**src/rtl/dwrd_pkg.sv**
```systemverilog
// Shared types and constants for the deque with run collapse.
// Used by dwrd_ctrl and the top level; depends on nothing.
package dwrd_pkg;

	localparam int DEPTH_DEF     = 16;
	localparam int WORD_BITS_DEF = 64;
	localparam int WORD_W        = 64;
	localparam int ENTRIES_W     = 5;
	localparam int OPCODE_W      = 3;

	typedef enum logic [OPCODE_W-1:0] {
		OP_PUSH_L   = 3'd0,
		OP_PUSH_R   = 3'd1,
		OP_POP_L    = 3'd2,
		OP_POP_R    = 3'd3,
		OP_COLLAPSE = 3'd4
	} op_t;

	typedef enum logic [1:0] {
		STAT_OK         = 2'd0,
		STAT_POP_EMPTY  = 2'd1,
		STAT_PUSH_FULL  = 2'd2
	} status_t;

	typedef enum logic [2:0] {
		S_IDLE,
		S_EXEC,
		S_POP_WAIT,
		S_COL_RD,
		S_COL_CHK,
		S_REPORT
	} state_t;

	typedef struct packed {
		logic [WORD_W-1:0]    popped;
		status_t              status;
		logic [ENTRIES_W-1:0] entries;
		logic                 empty_res;
	} res_t;

endpackage

```
**src/rtl/dwrd_ram.sv**
```systemverilog
// Generic single-port RAM with registered read data.
// Holds the ring store; no dependencies.
module dwrd_ram #(
	parameter int WIDTH = 64,
	parameter int DEPTH = 16
) (
	input  logic                     clk,
	input  logic                     we,
	input  logic [$clog2(DEPTH)-1:0] addr,
	input  logic [WIDTH-1:0]         wdata,
	output logic [WIDTH-1:0]         rdata
);

	logic [WIDTH-1:0] mem [DEPTH];
	logic [WIDTH-1:0] rdata_q;

	always_ff @(posedge clk) begin
		if (we) begin
			mem[addr] <= wdata;
		end
		rdata_q <= mem[addr];
	end

	assign rdata = rdata_q;

endmodule

```
**src/rtl/dwrd_addr.sv**
```systemverilog
// Shared ring address unit: (front + offset) mod DEPTH with one compare-subtract.
// No dependencies.
module dwrd_addr #(
	parameter int DEPTH = 16
) (
	input  logic [$clog2(DEPTH)-1:0] front,
	input  logic [$clog2(DEPTH)-1:0] offset,
	output logic [$clog2(DEPTH)-1:0] pos
);

	localparam int IDX_W = $clog2(DEPTH);

	logic [IDX_W:0] sum;
	logic [IDX_W:0] wrapped;

	always_comb begin
		sum     = {1'b0, front} + {1'b0, offset};
		wrapped = sum - (IDX_W + 1)'(DEPTH);
		pos     = (sum >= (IDX_W + 1)'(DEPTH)) ? wrapped[IDX_W-1:0] : sum[IDX_W-1:0];
	end

endmodule

```
**src/rtl/dwrd_ctrl.sv**
```systemverilog
// Sequencer for the deque: end pointers, operation decode and the collapse walk.
// Depends on dwrd_pkg; drives dwrd_addr and dwrd_ram from the top level.
module dwrd_ctrl
	import dwrd_pkg::*;
#(
	parameter int DEPTH     = DEPTH_DEF,
	parameter int WORD_BITS = WORD_BITS_DEF
) (
	input  logic                     clk,
	input  logic                     arst_n,
	input  logic                     in_valid,
	output logic                     in_ready,
	input  logic [OPCODE_W-1:0]      opcode,
	input  logic [WORD_W-1:0]        value,
	output logic                     res_valid,
	input  logic                     res_ready,
	output res_t                     res,
	output logic [$clog2(DEPTH)-1:0] front,
	output logic [$clog2(DEPTH)-1:0] offset,
	input  logic [$clog2(DEPTH)-1:0] pos,
	output logic                     ram_we,
	output logic [WORD_BITS-1:0]     ram_wdata,
	input  logic [WORD_BITS-1:0]     ram_rdata
);

	localparam int IDX_W = $clog2(DEPTH);
	localparam int CNT_W = $clog2(DEPTH + 1);

	state_t               state_q, state_d;
	op_t                  op_q;
	logic [WORD_BITS-1:0] value_q;
	logic [WORD_BITS-1:0] last_q;
	logic [WORD_W-1:0]    popped_q;
	status_t              status_q;
	logic [IDX_W-1:0]     front_q;
	logic [CNT_W-1:0]     count_q;
	logic [CNT_W-1:0]     k_q;
	logic [CNT_W-1:0]     kept_q;

	logic full;
	logic empty;
	logic k_last;
	logic keep;

	assign full   = (count_q == CNT_W'(DEPTH));
	assign empty  = (count_q == '0);
	assign k_last = (CNT_W'(k_q + 1'b1) == count_q);
	assign keep   = (kept_q == '0) || (ram_rdata != last_q);
	assign front  = front_q;

	always_comb begin
		state_d = state_q;
		unique case (state_q)
			S_IDLE: begin
				if (in_valid) state_d = S_EXEC;
			end
			S_EXEC: begin
				unique case (op_q)
					OP_POP_L, OP_POP_R: state_d = empty ? S_REPORT : S_POP_WAIT;
					OP_COLLAPSE:        state_d = (count_q > CNT_W'(1)) ? S_COL_RD : S_REPORT;
					default:            state_d = S_REPORT;
				endcase
			end
			S_POP_WAIT: state_d = S_REPORT;
			S_COL_RD:   state_d = S_COL_CHK;
			S_COL_CHK:  state_d = k_last ? S_REPORT : S_COL_RD;
			S_REPORT: begin
				if (res_ready) state_d = S_IDLE;
			end
			default: state_d = S_IDLE;
		endcase
	end

	always_comb begin
		in_ready  = (state_q == S_IDLE);
		res_valid = (state_q == S_REPORT);
		offset    = '0;
		ram_we    = 1'b0;
		ram_wdata = value_q;
		unique case (state_q)
			S_EXEC: begin
				unique case (op_q)
					OP_PUSH_L: begin
						offset = IDX_W'(DEPTH - 1);
						ram_we = !full;
					end
					OP_PUSH_R: begin
						offset = IDX_W'(count_q);
						ram_we = !full;
					end
					OP_POP_R: offset = IDX_W'(count_q - 1'b1);
					default:  offset = '0;
				endcase
			end
			S_POP_WAIT: offset = IDX_W'(1);
			S_COL_RD:   offset = k_q[IDX_W-1:0];
			S_COL_CHK: begin
				offset    = kept_q[IDX_W-1:0];
				ram_we    = keep;
				ram_wdata = ram_rdata;
			end
			default: offset = '0;
		endcase
	end

	always_ff @(posedge clk or negedge arst_n) begin
		if (!arst_n) begin
			state_q <= S_IDLE;
			front_q <= '0;
			count_q <= '0;
		end else begin
			state_q <= state_d;
			unique case (state_q)
				S_EXEC: begin
					if ((op_q == OP_PUSH_L || op_q == OP_PUSH_R) && !full) begin
						count_q <= count_q + 1'b1;
						if (op_q == OP_PUSH_L) front_q <= pos;
					end
				end
				S_POP_WAIT: begin
					count_q <= count_q - 1'b1;
					if (op_q == OP_POP_L) front_q <= pos;
				end
				S_COL_CHK: begin
					if (k_last) count_q <= keep ? CNT_W'(kept_q + 1'b1) : kept_q;
				end
				default: ;
			endcase
		end
	end

	always_ff @(posedge clk) begin
		unique case (state_q)
			S_IDLE: begin
				op_q     <= op_t'(opcode);
				value_q  <= value[WORD_BITS-1:0];
				popped_q <= '0;
				status_q <= STAT_OK;
			end
			S_EXEC: begin
				k_q    <= '0;
				kept_q <= '0;
				unique case (op_q)
					OP_PUSH_L, OP_PUSH_R: begin
						if (full) status_q <= STAT_PUSH_FULL;
					end
					OP_POP_L, OP_POP_R: begin
						if (empty) status_q <= STAT_POP_EMPTY;
					end
					default: ;
				endcase
			end
			S_POP_WAIT: popped_q <= WORD_W'(ram_rdata);
			S_COL_CHK: begin
				k_q <= k_q + 1'b1;
				if (keep) begin
					kept_q <= kept_q + 1'b1;
					last_q <= ram_rdata;
				end
			end
			default: ;
		endcase
	end

	always_comb begin
		res.popped    = popped_q;
		res.status    = status_q;
		res.entries   = ENTRIES_W'(count_q);
		res.empty_res = empty;
	end

endmodule

```
**src/rtl/deque_with_run_dedup.sv**
```systemverilog
// Top level of the bounded deque with run collapse: stream ports and result register.
// Depends on dwrd_pkg, dwrd_ram, dwrd_addr and dwrd_ctrl.
//
// One transaction in gives one transaction out. The store is a single-port RAM with
// registered read, and every ring address goes through one shared adder, so work is
// serialized: a transaction is accepted in idle, executed and then reported before the
// next acceptance; a pop on a non-empty deque adds a wait for the read data, and a
// collapse with more than one entry held walks the entries, each walk step being one
// RAM read and one compare-and-write. A result waiting on the master side does not
// block the next acceptance; completion stalls only if it is still waiting.
// The store has no reset; only held entries are ever read.
module deque_with_run_dedup
	import dwrd_pkg::*;
#(
	parameter int DEPTH     = DEPTH_DEF,
	parameter int WORD_BITS = WORD_BITS_DEF
) (
	input  logic                clk,
	input  logic                arst_n,
	input  logic                s_tvalid,
	output logic                s_tready,
	input  logic [WORD_W-1:0]   s_tdata,  // [63:0] value
	input  logic [OPCODE_W-1:0] s_tuser,  // [2:0] opcode
	output logic                m_tvalid,
	input  logic                m_tready,
	output logic [71:0]         m_tdata,  // [63:0] popped, [68:64] entries, [71:69] zero
	output logic [2:0]          m_tuser   // [1:0] status, [2] empty_res
);

	localparam int IDX_W = $clog2(DEPTH);

	logic                 res_valid;
	logic                 res_ready;
	res_t                 res;
	logic [IDX_W-1:0]     front;
	logic [IDX_W-1:0]     offset;
	logic [IDX_W-1:0]     pos;
	logic                 ram_we;
	logic [WORD_BITS-1:0] ram_wdata;
	logic [WORD_BITS-1:0] ram_rdata;
	logic                 out_valid_q;
	res_t                 out_q;

	dwrd_ctrl #(
		.DEPTH     (DEPTH),
		.WORD_BITS (WORD_BITS)
	) u_ctrl (
		.clk       (clk),
		.arst_n    (arst_n),
		.in_valid  (s_tvalid),
		.in_ready  (s_tready),
		.opcode    (s_tuser),
		.value     (s_tdata),
		.res_valid (res_valid),
		.res_ready (res_ready),
		.res       (res),
		.front     (front),
		.offset    (offset),
		.pos       (pos),
		.ram_we    (ram_we),
		.ram_wdata (ram_wdata),
		.ram_rdata (ram_rdata)
	);

	dwrd_addr #(
		.DEPTH (DEPTH)
	) u_addr (
		.front  (front),
		.offset (offset),
		.pos    (pos)
	);

	dwrd_ram #(
		.WIDTH (WORD_BITS),
		.DEPTH (DEPTH)
	) u_ram (
		.clk   (clk),
		.we    (ram_we),
		.addr  (pos),
		.wdata (ram_wdata),
		.rdata (ram_rdata)
	);

	assign res_ready = !out_valid_q || m_tready;

	always_ff @(posedge clk or negedge arst_n) begin
		if (!arst_n) begin
			out_valid_q <= 1'b0;
		end else if (res_valid && res_ready) begin
			out_valid_q <= 1'b1;
		end else if (m_tready) begin
			out_valid_q <= 1'b0;
		end
	end

	always_ff @(posedge clk) begin
		if (res_valid && res_ready) begin
			out_q <= res;
		end
	end

	assign m_tvalid = out_valid_q;
	assign m_tdata  = {3'b000, out_q.entries, out_q.popped};
	assign m_tuser  = {out_q.empty_res, out_q.status};

	a_fail_pop_zero: assert property (@(posedge clk) disable iff (!arst_n)
		out_valid_q && out_q.status == STAT_POP_EMPTY |-> out_q.popped == '0)
		else $error("failed pop returned a nonzero word");

	a_full_not_empty: assert property (@(posedge clk) disable iff (!arst_n)
		out_valid_q && out_q.status == STAT_PUSH_FULL |-> !out_q.empty_res)
		else $error("push on full reported an empty deque");

	a_one_at_a_time: assert property (@(posedge clk) disable iff (!arst_n)
		s_tvalid && s_tready |=> !s_tready)
		else $error("accepted a transaction while one is in progress");

	a_result_once: assert property (@(posedge clk) disable iff (!arst_n)
		res_valid && res_ready |=> !res_valid)
		else $error("result offered twice for one transaction");

endmodule
```
**config.mk**
```make
export PLATFORM = sky130hd
export DESIGN_NAME = deque_with_run_dedup
export DESIGN_NICKNAME = d
export VERILOG_FILES = /design/src/rtl/dwrd_pkg.sv /design/src/rtl/dwrd_ram.sv /design/src/rtl/dwrd_addr.sv /design/src/rtl/dwrd_ctrl.sv /design/src/rtl/deque_with_run_dedup.sv
export SDC_FILE = /design/constraint.sdc
export NUM_CORES = 1
export LEC_CHECK = 0
export BUFFER_PORTS_ARGS = -buffer_cell sky130_fd_sc_hd__buf_2
export CAP_MARGIN = 20
export CORE_ASPECT_RATIO = 1.5
export CORE_MARGIN = 5
export CORE_UTILIZATION = 56
export CTS_CLUSTER_SIZE = 20
export DETAILED_ROUTE_END_ITERATION = 8
export PLACE_DENSITY = 0.76
export REMOVE_ABC_BUFFERS = 1
export SYNTH_ARGS = -nofsm -noshare
export SYNTH_HDL_FRONTEND = slang
export SYNTH_SLANG_ARGS = --single-unit
export TNS_END_PERCENT = 10
```
**constraint.sdc**
```tcl
create_clock -name clk -period 11.7 [get_ports clk]
set_input_delay 1.17 -clock clk [delete_from_list [all_inputs] [get_ports clk]]
set_output_delay 1.17 -clock clk [all_outputs]
set_load 0.01 [all_outputs]
```
Word level (Yosys, flattened, before mapping)

Memory sizes are Yosys's and may differ from the RTL's. A register that Yosys moved wholly into a read port is not among the register bits.
Cells that the tools add are included.

RAM bits: 1,024
Logic and storage cells: 101
Memories kept: 1
Output and inout port bits: 77
Register bits: 292

Memories:

| memory    | depth | bits a word | rd ports | clocked after Yosys merged registers in | write ports | line           | RTL |
|---|---|---|---|---|---|---|---|
| u_ram.mem | 16    | 64          | 1        | 1                                       | 1           | dwrd_ram.sv:14 | `logic [WIDTH-1:0] mem [DEPTH];` |

Mux-type cells: 32
Magnitude comparators: 2
Add/sub/neg operators: 6
Reductions and logical operators: 24
Equal/unequal tests: 21

Operators with widths:

| cell                  | count |
|---|---|
| $pmux W64 S2          | 1 |
| $mux W64              | 1 |
| $ne A64 B64 Y1        | 1 |
| $pmux W5 S2           | 2 |
| $pmux W3 S6           | 1 |
| $mux W4               | 4 |
| $pmux W4 S4           | 1 |
| $add A5 B1 Y5 const B | 3 |
| $mux W3               | 5 |
| $mux W5               | 3 |
| $pmux W5 S3           | 1 |
| $eq A3 B2 Y1 const B  | 4 |
| $pmux W4 S3           | 1 |
| $logic_not A5 Y1      | 2 |
| $ne A2 B1 Y1 const B  | 5 |
| $reduce_bool A2 Y1    | 5 |
| $eq A3 B3 Y1 const B  | 3 |
| $ne A3 B2 Y1 const B  | 3 |
| $pmux W2 S2           | 2 |
| $pmux W4 S2           | 1 |
| $reduce_and A4 Y1     | 2 |
| $eq A3 B1 Y1 const B  | 2 |
| $logic_not A3 Y1      | 2 |
| $pmux W3 S2           | 1 |
| 18 further kinds      | 29 |

Longest topological paths before layout

Gate-level depths: netlist of the first run.

Word-level depth: 9
Depth in mapped cells: 16

Cells and area by module

A second synthesis of the first run with hierarchy kept.

Cell total of the unflattened synthesis: 2,487
Area total of the unflattened synthesis: 51,369.3 um^2

Modules (own cells, without submodules):

| module               | instances | cells each | sequential area each (um^2) | area an instance (um^2) |
|---|---|---|---|---|
| dwrd_ram             | 1         | 1,648      | 32,030.7                    | 39,517.9 |
| dwrd_ctrl            | 1         | 750        | 6,516.2                     | 9,509.1 |
| deque_with_run_dedup | 1         | 80         | 2,187.1                     | 2,242.2 |
| dwrd_addr            | 1         | 9          | 0.0                         | 100.1 |

Worst setup path before layout of the first run

No wires, ideal clock.

Path kind: reg2reg
Start point: register u_ctrl.kept_q[0]
End point: memory u_ram.mem[4][0], enable pin
Clock period less this slack: 12,291 ps
Stages on the path, launching flop included: 9
Setup slack: -591 ps
Buffers on the path: 0
Library setup time: 644 ps
Arrival: 11,647 ps
Cell sequence: edfxtp_1 > inv_1 > ha_1 > or4b_2 > nand4_1 > nor3_1 > a21oi_1 > o21ai_1 > nor4_1

Word-level cells in the longest chain between the ends: 5

RTL lines:

| what                                                                  | line             | RTL |
|---|---|---|
| start: declaration                                                    | dwrd_ctrl.sv:38  | `logic [CNT_W-1:0] kept_q;` |
| start signal: assignment                                              | dwrd_ctrl.sv:157 | `kept_q <= kept_q + 1'b1;` |
| parallel branches: the longest is 5 deep, another holds $add A4 B4 Y5 | -                |  |
| end: declaration                                                      | dwrd_ram.sv:14   |  |

Parallel ways; which one is timed is not known.

Final worst setup path of the first run

Start point: register u_ctrl.state_q[1]
End point: memory u_ram.mem[11][43], enable pin

Word-level cells in the longest chain between the ends: 5

RTL lines:

| what                                                 | line                             | RTL |
|---|---|---|
| start: declaration                                   | dwrd_ctrl.sv:29                  | `state_t state_q, state_d;` |
| start signal: assignment                             | dwrd_ctrl.sv:112                 | `state_q <= state_d;` |
| $eq A3 B3 Y1 (tied with other cells)                 | dwrd_ctrl.sv:80                  | `unique case (state_q)` |
| $pmux W4 S4                                          | dwrd_ctrl.sv:80                  |  |
| $add A4 B4 Y5                                        | dwrd_addr.sv:17                  | `sum = {1'b0, front} + {1'b0, offset};` |
| $sub A4 B1 Y4 / $ge A5 B5 Y1 (equally long branches) | dwrd_addr.sv:18, dwrd_addr.sv:19 |  |
| $mux W4                                              | dwrd_addr.sv:19                  | `pos = (sum >= (IDX_W + 1)'(DEPTH)) ? wrapped[IDX_W-1:0] : sum[IDX_W-1:0];` |

Parallel ways exist; a longest one is shown, timed or not.

==> results of run 1 <==
-- flip-flops by register name (all words and copies together) (netlist names), 5 cells and up --
name,cells
u_ram.mem,1024
m_tdata,69
u_ctrl.last_q,64
u_ctrl.popped_q,64
u_ctrl.value_q,64
u_ram.rdata,64
u_ctrl.count_q,5
u_ctrl.k_q,5
u_ctrl.kept_q,5
-- per-layer routing --
layer	vias up	track usage, %
met3	197	3.684
met2	1376	40.67
met5	-	0
met4	0	6.589
li1	10040	-
met1	12840	31.27
-- where the power goes --
part / total [µW] / internal [µW] / switching, µW / leakage, µW
Combinational: 6610 / 3060 / 3550 / 0.00461
Sequential: 7490 / 7010 / 482 / 0.0126
Clock: 4070 / 2310 / 1760 / 0.00194
Total: 18200 / 12400 / 5790 / 0.0191
-- placed cells by master (no fill, tap or decap), types with 4 or more instances in the layout --
master and n:
clkinv_1 14, edfxtp_1 1303, nor2_1 32, buf_4 49, nor4_2 5, clkbuf_16 117
nand3b_1 4, o21ai_0 14, dfxtp_1 64, xor2_1 55, nor4_1 13, buf_2 144
nand2_1 216, inv_6 5, bufinv_16 19, nand4_1 8, clkinvlp_4 13, nor2_4 8
mux4_2 320, ha_1 8, clkbuf_8 6, clkinv_2 17, clkbuf_1 25, and3_1 68
a21oi_1 9, nor3_2 7, xnor2_1 23, inv_1 11, nand3_1 7, dfrtp_1 12
-- worst min-delay path by stage --
stage | startpoint | endpoint | slack, ps | cells after the start
2_1_floorplan | u_ctrl.popped_q[0]$_SDFFCE_PN0P_ | m_tdata[0]$_DFFE_PP_ | 400 | 0
3_3_place_gp | u_ctrl.popped_q[17]$_SDFFCE_PN0P_ | m_tdata[17]$_DFFE_PP_ | 400 | 0
3_5_place_dp | u_ctrl.popped_q[58]$_SDFFCE_PN0P_ | m_tdata[58]$_DFFE_PP_ | 410 | 0
4_1_cts | arst_n | u_ctrl.count_q[2]$_DFFE_PN0P_ | 310 | 1
5_1_grt | arst_n | u_ctrl.count_q[2]$_DFFE_PN0P_ | 350 | 1
6_report | arst_n | u_ctrl.count_q[3]$_DFFE_PN0P_ | 360 | 1
-- stage by stage --
step / hold WS (ps) / power (µW)
floorplan: 400.3 / 12690
global placement: 401.5 / 13850
detailed placement: 405.4 / 14110
CTS: 313.7 / 18250
global route: 353.8 / 18990
finish: 363.0 / 18170
-- cells in the mapped netlist (all sizes together), types with 9 or more instances --
cell type,count,area (µm²)
a21oi,10,50.05
and3,68,425.4
buf,28,141.4
clkbuf,93,349.1
dfrtp,13,325.3
dfxtp,64,1281
edfxtp,1303,39130
ha,9,112.6
inv,11,41.29
mux4,320,7207
nand2,217,814.5
nor2,40,150.1
nor3,10,50.05
nor4,18,118.9
o21ai,16,80.08
xnor2,25,219.0
xor2,55,481.7
-- kinds of logic after synthesis --
| family | Yosys count | share of synthesized area (%) |
|---|---|---|
| buffers and inverters | 132 | 1.032 |
| adder cells (fa/ha/maj) | 10 | 0.2574 |
| multiplexers | 323 | 14.05 |
| AND/OR/NAND/NOR | 384 | 3.414 |
| AO/OA/AOI/OAI | 55 | 0.7286 |
| XOR/XNOR | 82 | 1.452 |
| other | 1 | 0.007278 |
| flip-flops | 1380 | 79.06 |
-- worst max-delay path, cell delays in order (launching register included) --
cell and delay, ps:
dfrtp_4 1100, nor2_1 300, and2_4 340, a221oi_1 430, inv_1 90, ha_1 310
a21o_1 200, a21oi_1 180, xnor2_1 190, xnor2_2 160, buf_4 390, buf_4 980
inv_1 260, nor4_2 330, buf_4 460, buf_4 750
-- final cells by class --
| cell class | count | area share [%] |
|---|---|---|
| Multi-Input combinational cell | 857 | 18.02 |
| Inverter | 11 | 0.07125 |
| Sequential cell | 1380 | 70.30 |
| Clock buffer | 148 | 5.357 |
| Antenna cell | 1 | 0.004318 |
| Clock inverter | 74 | 1.622 |
| Tap cell | 1173 | 2.533 |
| Timing Repair Buffer | 199 | 2.097 |
==> results.sh, run 1 <==
export IMPL_status="complete, no violations"
export IMPL_synth_flop_cell="edfxtp_1"
export IMPL_num_nets_final=2647
export IMPL_critPathLaunchType="flop"
export IMPL_grt_pass1_wl_um=169300
export IMPL_drtIter0Drc=2878
export IMPL_cts_resized=0
export IMPL_dp_hpwl_um=59140
export IMPL_grt_pass1_vias=25480
export IMPL_ys_seq_area_share_pct=79.06
export IMPL_setup_viol=0
export IMPL_die_area_um2=98300
export IMPL_clock_sinks=1380
export IMPL_ff2ff_setup_slack_ps=4750
export IMPL_critPathKind="reg -> reg"
export IMPL_r2r_cells=15
export IMPL_tightest_slew_ps=1197
export IMPL_clockBufferDepth=3
export IMPL_post_synth_instance_area_um2=51520
export IMPL_drc=0
export IMPL_synthCells=2367
export IMPL_io_buffers=144
export IMPL_grt_usage_pct=23.38
export IMPL_cp_arrival_ps=7270
export IMPL_rows=136
export IMPL_ant_nets=0
export IMPL_finalMaxSlewViolations=0
export IMPL_reg2reg_from="u_ctrl.state_q[1]$_DFFE_PN0P_"
export IMPL_placed_cells=3617
export IMPL_pre_cts_slack_ps=4884
export IMPL_die_h_um=381.5
export IMPL_htreeDepth=3
export IMPL_cts_tree="yes"
export IMPL_area_delta_synth_final_pct=12.47
export IMPL_ys_warnings_count=0
export IMPL_worstHoldPathType="in -> async"
export IMPL_top_level_ports=148
export IMPL_crit_path_end="u_ram.mem[11][43]$_DFFE_PP_"
export IMPL_setup_slack_ps=4751
export IMPL_wl_met3_um=9719
export IMPL_min_period_over_period_pct=59.40
export IMPL_crit_start="u_ctrl.state_q[1]$_DFFE_PN0P_"
export IMPL_leakage_uw=0.01912
export IMPL_drv_cap=0
export IMPL_cp_max_fo=77
export IMPL_dr_wl_met2_um=60580
export IMPL_grt_antenna_before_repair=1
export IMPL_clk_latency_ps=720
export IMPL_slew_headroom_pct=20.21
export IMPL_fillers=5808
export IMPL_rr_endpoint="u_ram.mem[11][43]$_DFFE_PP_"
export IMPL_drt_met1_wl_um=41650
export IMPL_fin_tns_setup_ps=0
export IMPL_seq_area_um2=40740
export IMPL_cts_buffers=117
export IMPL_vias=24450
export IMPL_postCtsHoldBufs=0
export IMPL_max_freq_mhz=143.9
export IMPL_grt_overflow_total=0
export IMPL_design_area_um2=57950
export IMPL_ir_drop_v=0.0004450
export IMPL_wl_per_cell_um=29.82
export IMPL_rsz0062_at_grt="false"
export IMPL_postCtsSetupBuffers=0
export IMPL_synth_enable_flop_cells=1303
export IMPL_power_density_nw_per_um2=313.6
export IMPL_core_area_um2=91550
export IMPL_syn_avg_cell_area_um2=21.77
export IMPL_gp_congestion=0.8529
export IMPL_hold_viol=0
export IMPL_fin_skew_ps=30.33
export IMPL_multiInputGateArea_um2=10440
export IMPL_required_ps=12020
export IMPL_placed_area_um2=53830
export IMPL_ys_ff_latch=1380
export IMPL_final_layout_size_suffix_gt1_share_pct=27.54
export IMPL_grt_max_degree=151
export IMPL_die_w_um=257.7
export IMPL_clk_pin_slew_ps=70
export IMPL_yosysUniqueCellTypes=57
export IMPL_routed_top_layer="met4"
export IMPL_critPathCaptureType="flop"
export IMPL_fin_util_pct=63.30
export IMPL_routed_via_density=6.363
export IMPL_start_util_pct=56.28
export IMPL_clockRootBuffer="clkbuf_16"
export IMPL_finalWirelength_um=114600
export IMPL_firstDrtPassIters=5
export IMPL_min_period_ps=6949
export IMPL_async_reset_ff_share_pct=0.9420
export IMPL_fin_cells=3843
(Power assumes the default switching activity.)
==> run 2, diff against run 1 <==
CORE_UTILIZATION = 60   (was 56)
PLACE_DENSITY = 0.77   (was 0.76)
clock period = 6.74 ns   (was 11.7 ns; I/O delays follow)
==> run 2 against run 1 <==
  * Critical path depth decreased by 6
  * Hold slack got worse by 230 ps
  * Setup slack got worse by 3800 ps
  * Wire length increased by 0.29%
  * Sequential share of layout area increased by 0.069 points
  * Critical endpoint is now u_ram.mem[10][14]$_DFFE_PP_
  * Highest routed layer unchanged
  * Register-to-register slack got worse by 3800 ps
  * Sequential cell count unchanged
  * Die area decreased by 6.5%
  * Cell area decreased by 0.10%
  * Clock skew increased by 1.8 ps
  * Clock power increased by 71%
==> results.sh, run 2 (synthesized netlist as in run 1, its figures left out) <==
export IMPL_status="complete, no violations"
export IMPL_grt_pass1_vias=25710
export IMPL_worstHoldPathType="in -> reg"
export IMPL_critPathKind="reg -> reg"
export IMPL_fin_util_pct=67.92
export IMPL_min_period_ps=5776
export IMPL_clockRootBuffer="clkbuf_16"
export IMPL_tightest_slew_ps=1194
export IMPL_core_area_um2=85230
export IMPL_io_buffers=144
export IMPL_mostFrequentLayoutCells="1303 x edfxtp_1, 320 x mux4_2, 216 x nand2_1"
export IMPL_fin_tns_setup_ps=0
export IMPL_critPathLaunchType="flop"
export IMPL_wl_per_cell_um=30.21
export IMPL_ant_nets=0
export IMPL_rsz0062_at_grt="false"
export IMPL_grt_pass1_wl_um=170400
export IMPL_dp_hpwl_um=59190
export IMPL_slowest_delay_ps=880
export IMPL_drv_cap=0
export IMPL_grt_overflow_total=0
export IMPL_firstDrtPassIters=6
export IMPL_final_common_cell="edfxtp_1"
export IMPL_rows=131
export IMPL_leakage_uw=0.01916
export IMPL_die_w_um=249.3
export IMPL_registers_top_by_ff_count="u_ram.mem"
export IMPL_max_freq_mhz=173.1
export IMPL_finalMaxSlewViolations=0
export IMPL_cts_buffers=118
export IMPL_top_level_ports=148
export IMPL_fillers=5138
export IMPL_area_delta_synth_final_pct=12.36
export IMPL_die_h_um=368.9
export IMPL_fin_skew_ps=32.09
export IMPL_fin_cells=3805
export IMPL_final_layout_size_suffix_gt1_share_pct=27.51
export IMPL_clock_sinks=1380
export IMPL_grt_usage_pct=25.02
export IMPL_largest_reg_flops=1024
export IMPL_drc=0
export IMPL_vias=24740
export IMPL_cts_tree="yes"
export IMPL_hold_slack_ps=134.6
export IMPL_path_cells="buf_4, nor2_1, and2_4, buf_4, a222oi_1, xnor2_2, nand2_1, nor2_4, buf_4"
export IMPL_routed_via_density=6.502
export IMPL_clk_pin_slew_ps=70
export IMPL_path_buf_inv=3
export IMPL_n_antenna_cell=0
export IMPL_cp_max_fo=54
export IMPL_critPathCaptureType="flop"
export IMPL_grt_antenna_before_repair=0
export IMPL_crit_top_cell="buf_4"
export IMPL_cp_arrival_ps=6090
export IMPL_slew_headroom_pct=19.83
export IMPL_ir_drop_v=0.001213
export IMPL_clk_latency_ps=720
export IMPL_num_nets_final=2652
export IMPL_start_util_pct=60.45
export IMPL_drtIter0Drc=2971
export IMPL_min_period_over_period_pct=85.70
export IMPL_postCtsSetupBuffers=0
export IMPL_htreeDepth=3
export IMPL_die_area_um2=91950
export IMPL_gp_congestion=0.8293
export IMPL_cpMaxStageDelayCell="buf_4"
export IMPL_power_density_nw_per_um2=541.8
export IMPL_hold_viol=0
export IMPL_clockBufferDepth=3
export IMPL_cts_resized=0
export IMPL_grt_max_degree=116
export IMPL_critical_path_top_delay_family="buffers and inverters"
export IMPL_required_ps=7060
export IMPL_placed_cells=3574
export IMPL_finalWirelength_um=114900
export IMPL_setup_viol=0
-- run 2: what timing repair did --
item / 4_1_cts / 5_1_grt
hold buffers: 1 / 0
hold endpoints to repair: 13 / 0
endpoints found under the setup margin: 0 / 0
-- run 2: final timing paths --
kind                            depth (start not counted)  slack, ps                            end                               from
worst min-delay path                                    1        130   u_ctrl.value_q[62]$_DFFE_PP_                        s_tdata[62]
worst max-delay path                                    9        960    u_ram.mem[10][14]$_DFFE_PP_      u_ctrl.state_q[1]$_DFFE_PN0P_
max in group asynchronous                               2       6070  u_ctrl.state_q[1]$_DFFE_PN0P_                             arst_n
worst max register to register                          9        960    u_ram.mem[10][14]$_DFFE_PP_      u_ctrl.state_q[1]$_DFFE_PN0P_
worst min register to register                          0        420          m_tdata[53]$_DFFE_PP_  u_ctrl.popped_q[53]$_SDFFCE_PN0P_
min in group asynchronous                               2        390  u_ctrl.count_q[4]$_DFFE_PN0P_                             arst_n
-- run 2: through the flow --
stage          worst slack (ps)  instance area, µm²  total power, µW
6_report                  963.9               57890            31360
3_5_place_dp              906.3               53770            24450
3_3_place_gp              937.5               53760            23990
4_1_cts                   848.9               57760            31510
2_1_floorplan            -18100               51040            19390
5_1_grt                   780.1               57890            32760
-- run 2: worst reg2reg max path, delay by kind of cell, from the launching register on --
family                    cells  cell delay, ps
AOI/OAI and AO/OA             1             350
xor gates and xnor gates      1             640
buffers and inverters         3            2000
DFF                           1             390
and+or+nand+nor               4            1950
-- run 2: area by class of cell --
type                            instances  area (µm²)  share of cell area [%]
Timing Repair Buffer                  203        1274                   2.200
Tap cell                             1130        1414                   2.442
Inverter                               11       41.29                 0.07133
Sequential cell                      1380       40740                   70.37
Clock buffer                          154        3221                   5.563
Clock inverter                         70       763.2                   1.318
Multi-Input combinational cell        857       10440                   18.04
-- run 2: per-layer routing --
layer  part of all wire, %  vias to the layer above  GRT usage [%]
met4                   3.3                        0          8.562
met5                     0                        -              0
met1                    36                    12980          33.46
met2                    52                     1492          42.65
li1                      -                    10050              -
met3                   8.5                      219          4.299
-- run 2: report_power, final --
part	leakage (µW)	internal, µW	switching, µW
combinational	0.00464	5250	6200
sequential	0.0126	12200	796
clock	0.00195	3950	3000
total	0.0192	21400	9990
==> run 3, diff against run 2 <==
PLACE_DENSITY = 0.88   (was 0.77)
==> run 3 against run 2 <==
  * Cell area fell by 0.53%
  * First-iteration DRC count rose by 44%
  * Critical path depth rose by 4
  * Register-to-register slack got worse by 230 ps
  * Largest cell class unchanged
==> results.sh, run 3 (synthesized netlist as in run 1, its figures left out) <==
export IMPL_status="complete, no violations"
export IMPL_drtIter0Drc=4283
export IMPL_die_h_um=368.9
export IMPL_start_util_pct=60.45
export IMPL_required_ps=7080
export IMPL_core_area_um2=85230
export IMPL_final_common_cell="edfxtp_1"
export IMPL_clk_latency_ps=710
export IMPL_seq_power_share_pct=41.4
export IMPL_cts_resized=0
export IMPL_htreeDepth=3
export IMPL_grt_util_met1_pct=35.29
export IMPL_fillers=4802
export IMPL_critPathKind="reg -> reg"
export IMPL_fin_util_pct=67.56
export IMPL_critPathCaptureType="flop"
export IMPL_postCtsSetupBuffers=0
export IMPL_registers_top_by_ff_count="u_ram.mem"
export IMPL_num_nets_final=2640
export IMPL_grt_overflow_total=0
export IMPL_firstDrtPassIters=6
export IMPL_critPathLaunchType="flop"
export IMPL_cts_tree="yes"
export IMPL_p_int_uw=21090
export IMPL_worstHoldPathType="in -> reg"
export IMPL_setup_viol=0
export IMPL_min_period_over_period_pct=89.14
export IMPL_rows=131
export IMPL_min_period_ps=6008
export IMPL_grt_max_degree=142
export IMPL_vias=26040
export IMPL_drc=0
export IMPL_swShare_pct=33.35
export IMPL_hold_viol=0
export IMPL_wl_per_cell_um=34.48
export IMPL_clockRootBuffer="clkbuf_16"
export IMPL_clock_power_share_pct=21.0
export IMPL_cp_max_fo=30
export IMPL_met2_usage_pct=47.81
export IMPL_routed_via_density=6.877
export IMPL_leakage_uw=0.01899
export IMPL_clockBufferDepth=3
export IMPL_grt_usage_pct=28.21
export IMPL_drv_cap=0
export IMPL_dp_hpwl_um=63080
export IMPL_setup_slack_ps=731.9
export IMPL_clock_sinks=1380
export IMPL_grt_antenna_before_repair=1
export IMPL_mostFrequentLayoutCells="1303 x edfxtp_1, 320 x mux4_2, 216 x nand2_1"
export IMPL_die_area_um2=91950
export IMPL_area_delta_synth_final_pct=11.76
export IMPL_io_buffers=144
export IMPL_grt_use_met3_pct=5.794
export IMPL_final_layout_size_suffix_gt1_share_pct=26.92
export IMPL_top_level_ports=148
export IMPL_p_sw_uw=10550
export IMPL_tightest_slew_ps=1123
export IMPL_die_w_um=249.3
export IMPL_max_freq_mhz=166.4
export IMPL_fin_tns_setup_ps=0
export IMPL_grt_pass1_vias=26910
export IMPL_fin_skew_ps=33.20
export IMPL_finalMaxSlewViolations=0
export IMPL_grt_busiest_layer="met2"
export IMPL_cts_buffers=111
export IMPL_clk_pin_slew_ps=70
export IMPL_grt_pass1_wl_um=188100
export IMPL_slew_headroom_pct=25.12
export IMPL_gp_congestion=0.8563
export IMPL_cp_arrival_ps=6350
export IMPL_finalWirelength_um=130600
export IMPL_combPwrFrac_pct=37.6
export IMPL_rsz0062_at_grt="false"
export IMPL_ir_drop_v=0.0008334
export IMPL_power_density_nw_per_um2=549.6
export IMPL_ant_nets=0
export IMPL_pre_cts_slack_ps=860.5
export IMPL_largest_reg_flops=1024
==> run 3: changes by cell type in the layout (fill, tap and decap cells not counted), moves of 3 or more <==
cell       before  now
clkbuf_16     120  113
clkbuf_8        9   12
buf_4          50   43
buf_12          4    9
bufinv_16      15   11
clkinv_4        3    0
clkinv_2       23   19
==> run 3: per-layer routing <==
layer	wire length [µm]	vias to the layer above
li1	-	10050
met1	43350	13210
met2	66520	2332
met3	13360	453
met4	7337	2
met5	13	-
==> run 3: through the flow <==
step	instances	hold slack [ps]	power [µW]	area (µm²)
after CTS	3783	95.99	31580	57540
after detailed placement	3572	404.5	24570	53840
after global placement	3572	402.8	23770	53840
final	3787	138.1	31650	57580
after global routing	3786	116.0	32800	57580
after floorplan	2248	378.4	19390	51040
==> run 3: power by group through the flow <==
stage	clock (µW)	combinational, µW	sequential (µW)
final	6650	11900	13100
after global routing	7090	12500	13200
after CTS	6690	11800	13100
after detailed placement	0	11400	13200
after global placement	0	10800	13000
after floorplan	0	6590	12800
==> run 3: timing repair <==
action,in CTS,in global routing
setup endpoints to repair,0,0
hold endpoints to repair,13,0
hold buffers,1,0
==> run 3: final cells by class <==
cell class | instances | area, µm² | share of cell area, %
multi-input cells | 857 | 10440 | 18.13
inverters | 11 | 41.29 | 0.07171
well taps | 1130 | 1414 | 2.455
diodes | 1 | 2.502 | 0.004346
repair buffers | 198 | 1261 | 2.190
clock inverters | 59 | 594.3 | 1.032
clock buffers | 151 | 3090 | 5.367
flip-flops and latches | 1380 | 40740 | 70.75
==> run 3: final timing paths <==
check	start	endpoint	slack [ps]	cells past startpoint
max	u_ctrl.state_q[1]$_DFFE_PN0P_	u_ram.mem[13][29]$_DFFE_PP_	730	13
min	s_tdata[2]	u_ctrl.value_q[2]$_DFFE_PP_	140	1
max reg2reg	u_ctrl.state_q[1]$_DFFE_PN0P_	u_ram.mem[13][29]$_DFFE_PP_	730	13
min reg2reg	u_ctrl.popped_q[27]$_SDFFCE_PN0P_	m_tdata[27]$_DFFE_PP_	400	0
max in group asynchronous	arst_n	u_ctrl.state_q[1]$_DFFE_PN0P_	6010	2
min in group asynchronous	arst_n	u_ctrl.count_q[0]$_DFFE_PN0P_	450	2
==> run 3: critical path, cell delays in order, from the launching register on <==
cell and delay [ps]:
dfrtp_2 800, nor2_1 270, and2_4 370, a221oi_1 660, inv_1 110, ha_1 330, a21o_1 220, a21oi_1 220
xnor2_1 150, xnor2_2 340, buf_4 570, nand3_1 380, nor2_4 680, buf_4 500
